File: src/hw/rtl/mac_pkg.sv
// Shared constants, types and helpers for the moving-average crossover block.
// No dependencies; the window, evaluation, top-level and testbench files import this package.
package mac_pkg;

  // Delay line depth, a power of two
  localparam int MAX_WINDOW = 256;
  localparam int PRICE_BITS = 32;

  localparam int HIST_AW    = $clog2(MAX_WINDOW);
  localparam int LEN_W      = HIST_AW + 1;
  localparam int PRICE_W    = 32;
  localparam int SUM_W      = PRICE_BITS + HIST_AW;
  localparam int PROD_W     = SUM_W + LEN_W;
  localparam int PNL_W      = 48;
  localparam int DELTA_W    = PRICE_BITS + 1;
  localparam int PNL_SUM_W  = ((PNL_W > DELTA_W) ? PNL_W : DELTA_W) + 1;
  localparam int CNT_W      = 16;
  localparam int STEP_W     = 8;
  localparam int CFG_LEN_W  = 9;
  localparam int CFG_IDX_W  = 2;
  localparam int CFG_DATA_W = 9;

  localparam logic [CNT_W-1:0] CNT_MAX = '1;

  // Register indexes
  localparam logic [CFG_IDX_W-1:0] REG_SHORT_LEN = CFG_IDX_W'(0);
  localparam logic [CFG_IDX_W-1:0] REG_LONG_LEN  = CFG_IDX_W'(1);
  localparam logic [CFG_IDX_W-1:0] REG_EVAL_STEP = CFG_IDX_W'(2);

  localparam logic [CFG_LEN_W-1:0] SHORT_LEN_RST = CFG_LEN_W'(50);
  localparam logic [CFG_LEN_W-1:0] LONG_LEN_RST  = CFG_LEN_W'(150);
  localparam logic [STEP_W-1:0]    EVAL_STEP_RST = STEP_W'(5);

  // Signal codes, two's complement
  localparam logic [1:0] SIG_ZERO = 2'b00;
  localparam logic [1:0] SIG_POS  = 2'b01;
  localparam logic [1:0] SIG_NEG  = 2'b11;

  // Per-stage load strobes
  typedef struct packed {
    logic ld1;
    logic ld2;
    logic ld3;
    logic ld4;
    logic ld_out;
  } pipe_ctl_t;

  // Window stage result handed to the evaluation stages
  typedef struct packed {
    logic [SUM_W-1:0]      short_sum;
    logic [SUM_W-1:0]      long_sum;
    logic [PRICE_BITS-1:0] price;
    logic                  eval;
    logic                  ns;
  } win_out_t;

  function automatic logic [LEN_W-1:0] clamp_len(input logic [CFG_LEN_W-1:0] v);
    logic [LEN_W-1:0] r;
    if (v == '0) begin
      r = LEN_W'(1);
    end else if (int'(v) > MAX_WINDOW) begin
      r = LEN_W'(MAX_WINDOW);
    end else begin
      r = LEN_W'(v);
    end
    return r;
  endfunction

  function automatic logic [STEP_W-1:0] clamp_step(input logic [STEP_W-1:0] v);
    return (v == '0) ? STEP_W'(1) : v;
  endfunction

endpackage

File: src/hw/rtl/mac_eval.sv
// Crossover evaluation: cross products, compare, trade bookkeeping and result register.
// Depends on mac_pkg; fed by mac_window.
module mac_eval import mac_pkg::*; (
  input  logic                    clk,
  input  logic                    rst,
  input  pipe_ctl_t               ctl,
  input  win_out_t                win,
  input  logic [LEN_W-1:0]        s_len,
  input  logic [LEN_W-1:0]        l_len,
  output logic signed [1:0]       signal,
  output logic                    evaluated,
  output logic                    signal_changed,
  output logic signed [PNL_W-1:0] running_pnl
);

  logic [PROD_W-1:0]     prod_a, prod_b;
  logic [PRICE_BITS-1:0] price3, price4;
  logic                  eval3, ns3, eval4, ns4;
  logic [1:0]            gen4;

  logic [1:0]            cur_sig, sig_base;
  logic [PRICE_BITS-1:0] last_px, last_base;
  logic                  has_trade, has_base;
  logic [PNL_W-1:0]      pnl, pnl_base, pnl_new;

  logic                  chg, ovf;
  logic [DELTA_W-1:0]    delta;
  logic [PNL_SUM_W-1:0]  psum;
  logic [PNL_SUM_W-PNL_W:0] hi;

  // short_sum * l_len against long_sum * s_len
  always_ff @(posedge clk) begin
    if (ctl.ld3) begin
      prod_a <= PROD_W'(win.short_sum) * PROD_W'(l_len);
      prod_b <= PROD_W'(win.long_sum) * PROD_W'(s_len);
      price3 <= win.price;
      eval3  <= win.eval;
      ns3    <= win.ns;
    end
  end

  always_ff @(posedge clk) begin
    if (ctl.ld4) begin
      if (prod_a > prod_b) begin
        gen4 <= SIG_POS;
      end else if (prod_a < prod_b) begin
        gen4 <= SIG_NEG;
      end else begin
        gen4 <= SIG_ZERO;
      end
      price4 <= price3;
      eval4  <= eval3;
      ns4    <= ns3;
    end
  end

  always_comb begin
    sig_base  = ns4 ? SIG_ZERO : cur_sig;
    last_base = ns4 ? '0 : last_px;
    has_base  = ns4 ? 1'b0 : has_trade;
    pnl_base  = ns4 ? '0 : pnl;
    chg       = eval4 && (gen4 != sig_base);
    // long to short closes at price - last; every other change the other way
    if (gen4 == SIG_NEG && sig_base == SIG_POS) begin
      delta = {1'b0, price4} - {1'b0, last_base};
    end else begin
      delta = {1'b0, last_base} - {1'b0, price4};
    end
    psum = {{(PNL_SUM_W - PNL_W){pnl_base[PNL_W-1]}}, pnl_base}
         + {{(PNL_SUM_W - DELTA_W){delta[DELTA_W-1]}}, delta};
    hi   = psum[PNL_SUM_W-1:PNL_W-1];
    ovf  = !((&hi) || !(|hi));
    if (!(chg && has_base)) begin
      pnl_new = pnl_base;
    end else if (ovf) begin
      pnl_new = psum[PNL_SUM_W-1] ? {1'b1, {(PNL_W - 1){1'b0}}} : {1'b0, {(PNL_W - 1){1'b1}}};
    end else begin
      pnl_new = psum[PNL_W-1:0];
    end
  end

  always_ff @(posedge clk) begin
    if (rst) begin
      cur_sig   <= SIG_ZERO;
      last_px   <= '0;
      has_trade <= 1'b0;
      pnl       <= '0;
    end else if (ctl.ld_out) begin
      cur_sig   <= chg ? gen4 : sig_base;
      last_px   <= chg ? price4 : last_base;
      has_trade <= has_base | chg;
      pnl       <= pnl_new;
    end
  end

  always_ff @(posedge clk) begin
    if (ctl.ld_out) begin
      signal         <= chg ? gen4 : sig_base;
      evaluated      <= eval4;
      signal_changed <= chg;
      running_pnl    <= pnl_new;
    end
  end

  a_trade_sticky: assert property (@(posedge clk) disable iff (rst)
    has_trade && !(ctl.ld_out && ns4) |=> has_trade)
    else $error("trade record lost without a new series");

  a_pnl_hold: assert property (@(posedge clk) disable iff (rst)
    ctl.ld_out && !chg && !ns4 |=> pnl == $past(pnl))
    else $error("PnL moved without a trade");

endmodule

File: config.mk
export PLATFORM = sky130hd
export DESIGN_NAME = mac_eval
export DESIGN_NICKNAME = d
export VERILOG_FILES = /design/src/hw/rtl/mac_pkg.sv /design/src/hw/rtl/mac_eval.sv
export SDC_FILE = /design/constraint.sdc
export NUM_CORES = 2
export LEC_CHECK = 0
export ABC_AREA = 0
export BUFFER_PORTS_ARGS = -buffer_cell sky130_fd_sc_hd__clkbuf_2
export CAP_MARGIN = 20
export CORE_MARGIN = 3
export CORE_UTILIZATION = 40
export CTS_CLUSTER_DIAMETER = 100
export DETAILED_ROUTE_END_ITERATION = 6
export GPL_TIMING_DRIVEN = 0
export HOLD_SLACK_MARGIN = 0.1
export PLACE_DENSITY_LB_ADDON = 0.05
export RECOVER_POWER = 100
export SYNTH_ARGS = -nofsm -noshare
export SYNTH_HDL_FRONTEND = slang
export SYNTH_SLANG_ARGS = --single-unit
File: constraint.sdc
create_clock -name clk -period 9.28 [get_ports clk]
set_input_delay 1.856 -clock clk [delete_from_list [all_inputs] [get_ports clk]]
set_output_delay 1.856 -clock clk [all_outputs]
set_load 0.05 [all_outputs]
==> flow_metrics.py <==
metrics = {
    "setup_path": {
        "cp_data_required_time_ps": 9570,
        "cp_slowest_cell": "clkbuf_1",
        "setup.worst_path.end_class": "register",
        "slowest_delay_ps": 690,
        "worstSetupPathType": "reg -> reg",
        "timing.rr.start": "ns4",
        "cp.arrival_ps": 8920,
        "reg2reg_slack_ps": 650,
        "path_max_fanout": 16,
        "startpoint_type": "register",
        "reg2reg_depth": 29,
        "timing.rr.end": "running_pnl[3]",
    },
    "synth": {
        "avgSynthCellArea_sq_um": 8.922,
        "synth_edf_count": 220,
        "synth_flop_cell": "edfxtp_1",
        "synth.distinct_cells": 92,
        "yosysTopAreaCellShare_pct": 26.76,
        "yosys_register_bits": 303,
        "post-synth-top-area-cell": "fa_1",
        "netlist_instances": 4502,
        "yosysMostFrequentCell": "inv_1",
        "syn_area_sq_um": 40170,
        "synth_area_leaders": "fa_1, edfxtp_1, ha_1, inv_1, nand2_1",
        "synth_fp_nets": 5476,
        "async_flop_share_pct": 0,
        "synth_warnings": 0,
        "seq_area_frac_synth_pct": 20.58,
        "yosys-top-cells-count": "inv_1, nand2_1, fa_1",
    },
    "clock_tree": {
        "clock-sinks": 303,
        "cts_tree": "done",
        "path_clk_slew_ps": 50,
        "root_buffer": "clkbuf_16",
        "hold_buffers": 0,
        "clk_path_buf_depth": 3,
        "clkLatencyLatePin_ps": 600,
        "postCtsSetupBuffers": 0,
        "htree_levels": 2,
        "cts-buffers-inserted": 39,
    },
    "global_route": {
        "antenna_found_initial": 11,
        "grt_pass1_vias": 32200,
        "grt_pass1_wl_um": 185000,
        "track_usage_pct": 23.00,
        "overflow": 0,
        "grt_max_degree": 109,
    },
    "placement": {
        "hpwl_um": 95430,
        "dp_slack_ps": -96.67,
        "gp_congestion": 0.9064,
        "port_buffers": 107,
    },
    "sta": {
        "period_share_pct": 93.01,
        "hold_viol": 0,
        "fin_ws_ps": 648.5,
        "clock.fmax_mhz": 115.9,
        "final.min_clock_period_ps": 8631,
        "slew_viol_final": 197,
        "worstMarginPinSlew_ps": 6208,
        "hold_ws_ps": 416.8,
        "max_slew_margin_pct": -313.9,
        "skew_ps": 38.67,
        "setup-violations-final": 0,
        "rsz0062_at_grt": "no",
    },
    "routing": {
        "dr.pass1.iters": 6,
        "drt_first_iter_violations": 1694,
        "wl_per_cell_um": 19.87,
        "drc": 0,
        "vias": 31040,
        "ant_nets": 0,
        "routed_wl_um": 118900,
        "routed_via_density": 5.189,
    },
    "run_status": {
        "status": "finished with violations",
        "violations": "max-capacitance violations, max-slew violations",
    },
    "layout": {
        "nets": 5628,
        "syn2layout_area_growth_pct": 8.258,
        "fillers": 10100,
        "layout-drive-gt1-share_pct": 3.266,
    },
    "floorplan": {
        "ioPinCount": 191,
        "start_util_pct": 40.58,
        "dieArea_sq_um": 104300,
        "die_y_um": 322.9,
        "num_rows": 115,
        "core_sq_um": 98990,
        "die_w_um": 322.9,
    },
    "pwr": {
        "leakagePower_nw": 20.47,
        "powerDensity_nw_per_um2": 269.0,
        "ir_drop_mv": 0.2521,
        "total_power_mw": 11.70,
    },
    "hold_path": {
        "holdCritStartpoint": "price3[15]",
        "worst_hold_path.endpoint": "price4[15]",
        "hold_class": "reg -> reg",
        "hold_depth": 0,
    },
    "flow_run": {
        "drv_cap": 4,
    },
}
kinds of logic after synthesis:
group                      Yosys count  share of synthesized area, %
muxes                                6                        0.1557
xor gates and xnor gates           153                         3.336
adders and majority gates          838                         36.12
and+or+nand+nor                   1446                         17.34
buffers and inverters              934                         8.834
DFF                                303                         20.58
AOI/OAI and AO/OA                  822                         13.63
power breakdown:
part / switching, mW / total, mW / internal (mW) / leakage [nW]
logic: 4.80 / 7.99 / 3.18 / 17.0
registers: 0.115 / 2.22 / 2.10 / 2.86
clock network: 0.623 / 1.49 / 0.871 / 0.610
layer usage:
metal / routed length [um] / vias to the layer above / share of wire (%) / track usage, %
met3: 4314 / 179 / 3.6 / 2.571
met5: 20 / - / 0.017 / 0
li1: - / 14870 / - / -
met2: 59590 / 569 / 50 / 40.75
met1: 50580 / 15420 / 43 / 28.95
met4: 4350 / 2 / 3.7 / 8.407
registers in the layout, indices dropped and copies added, names as in the netlist, 32 cells and up:
name and count:
price3 32, price4 32, prod_a 49, running_pnl 48, last_px 32, prod_b 49
pnl 48
timing repair:
item / 4_1_cts / 5_1_grt
gates resized for setup: 1 / 6
setup endpoints to repair: 13 / 36
gates cloned: 0 / 0
endpoints found under the hold margin: 0 / 0
through the flow:
| step | utilization (%) | instance area, sq um | std cells | TNS, ps |
|---|---|---|---|---|
| floorplan | - | 40170 | 4502 | 0 |
| global placement | 42.74 | 42310 | 5896 | -38020 |
| detailed placement | 42.84 | 42410 | 5900 | -573.9 |
| CTS | 44.11 | 43670 | 5971 | 0 |
| global route | 43.92 | 43480 | 5978 | 0 |
| finish | 43.93 | 43480 | 5981 | 0 |
worst max-delay path: cells and delay by family, from the launching register on:
| kind | cells | cell delay, ps |
|---|---|---|
| fa+ha+maj | 3 | 710 |
| flops | 1 | 500 |
| simple gates | 8 | 1850 |
| compound gates | 11 | 2760 |
| buf+inv | 7 | 2440 |
how the worst max path moves through the flow:
| stage | from | to | slack [ps] | depth (start not counted) |
|---|---|---|---|---|
| after floorplan | l_len[0] | prod_a[47] | 2210 | 20 |
| after global placement | ns4 | running_pnl[3] | -870 | 27 |
| after detailed placement | ns4 | pnl[3] | -100 | 29 |
| after CTS | ns4 | pnl[3] | 170 | 29 |
| after global routing | ns4 | pnl[38] | 120 | 30 |
| final | ns4 | running_pnl[3] | 650 | 29 |
cells in the final DEF (no fill, tap or decap), drive strengths merged, types with 15 or more instances in the layout:
cell type	n
inv	687
nand2	584
fa	537
clkbuf	368
and2	310
ha	298
nor2	243
edfxtp	220
a21oi	217
o21ai	144
a21o	128
xnor2	100
dfxtp	83
nor2b	79
o21a	60
nand2b	56
xor2	53
nand3	44
nand4	42
buf	42
o21bai	38
a22oi	34
a31oi	29
a211oi	27
o211ai	25
nor3	24
and3	18
o31ai	17
clkinv	15
cell type report:
| class | instances | area (sq um) | share of cell area [%] |
|---|---|---|---|
| timing repair buffer | 111 | 486.7 | 1.119 |
| clock buffer | 49 | 1013 | 2.331 |
| tap | 1287 | 1610 | 3.703 |
| inverter | 684 | 2567 | 5.904 |
| clock inverter | 22 | 239.0 | 0.5496 |
| multi-input combinational | 3265 | 28290 | 65.06 |
| sequential | 303 | 8268 | 19.01 |
| buffer | 250 | 983.4 | 2.262 |
| antenna | 10 | 25.02 | 0.05755 |
Note: power is estimated with default switching activity, not from simulation.
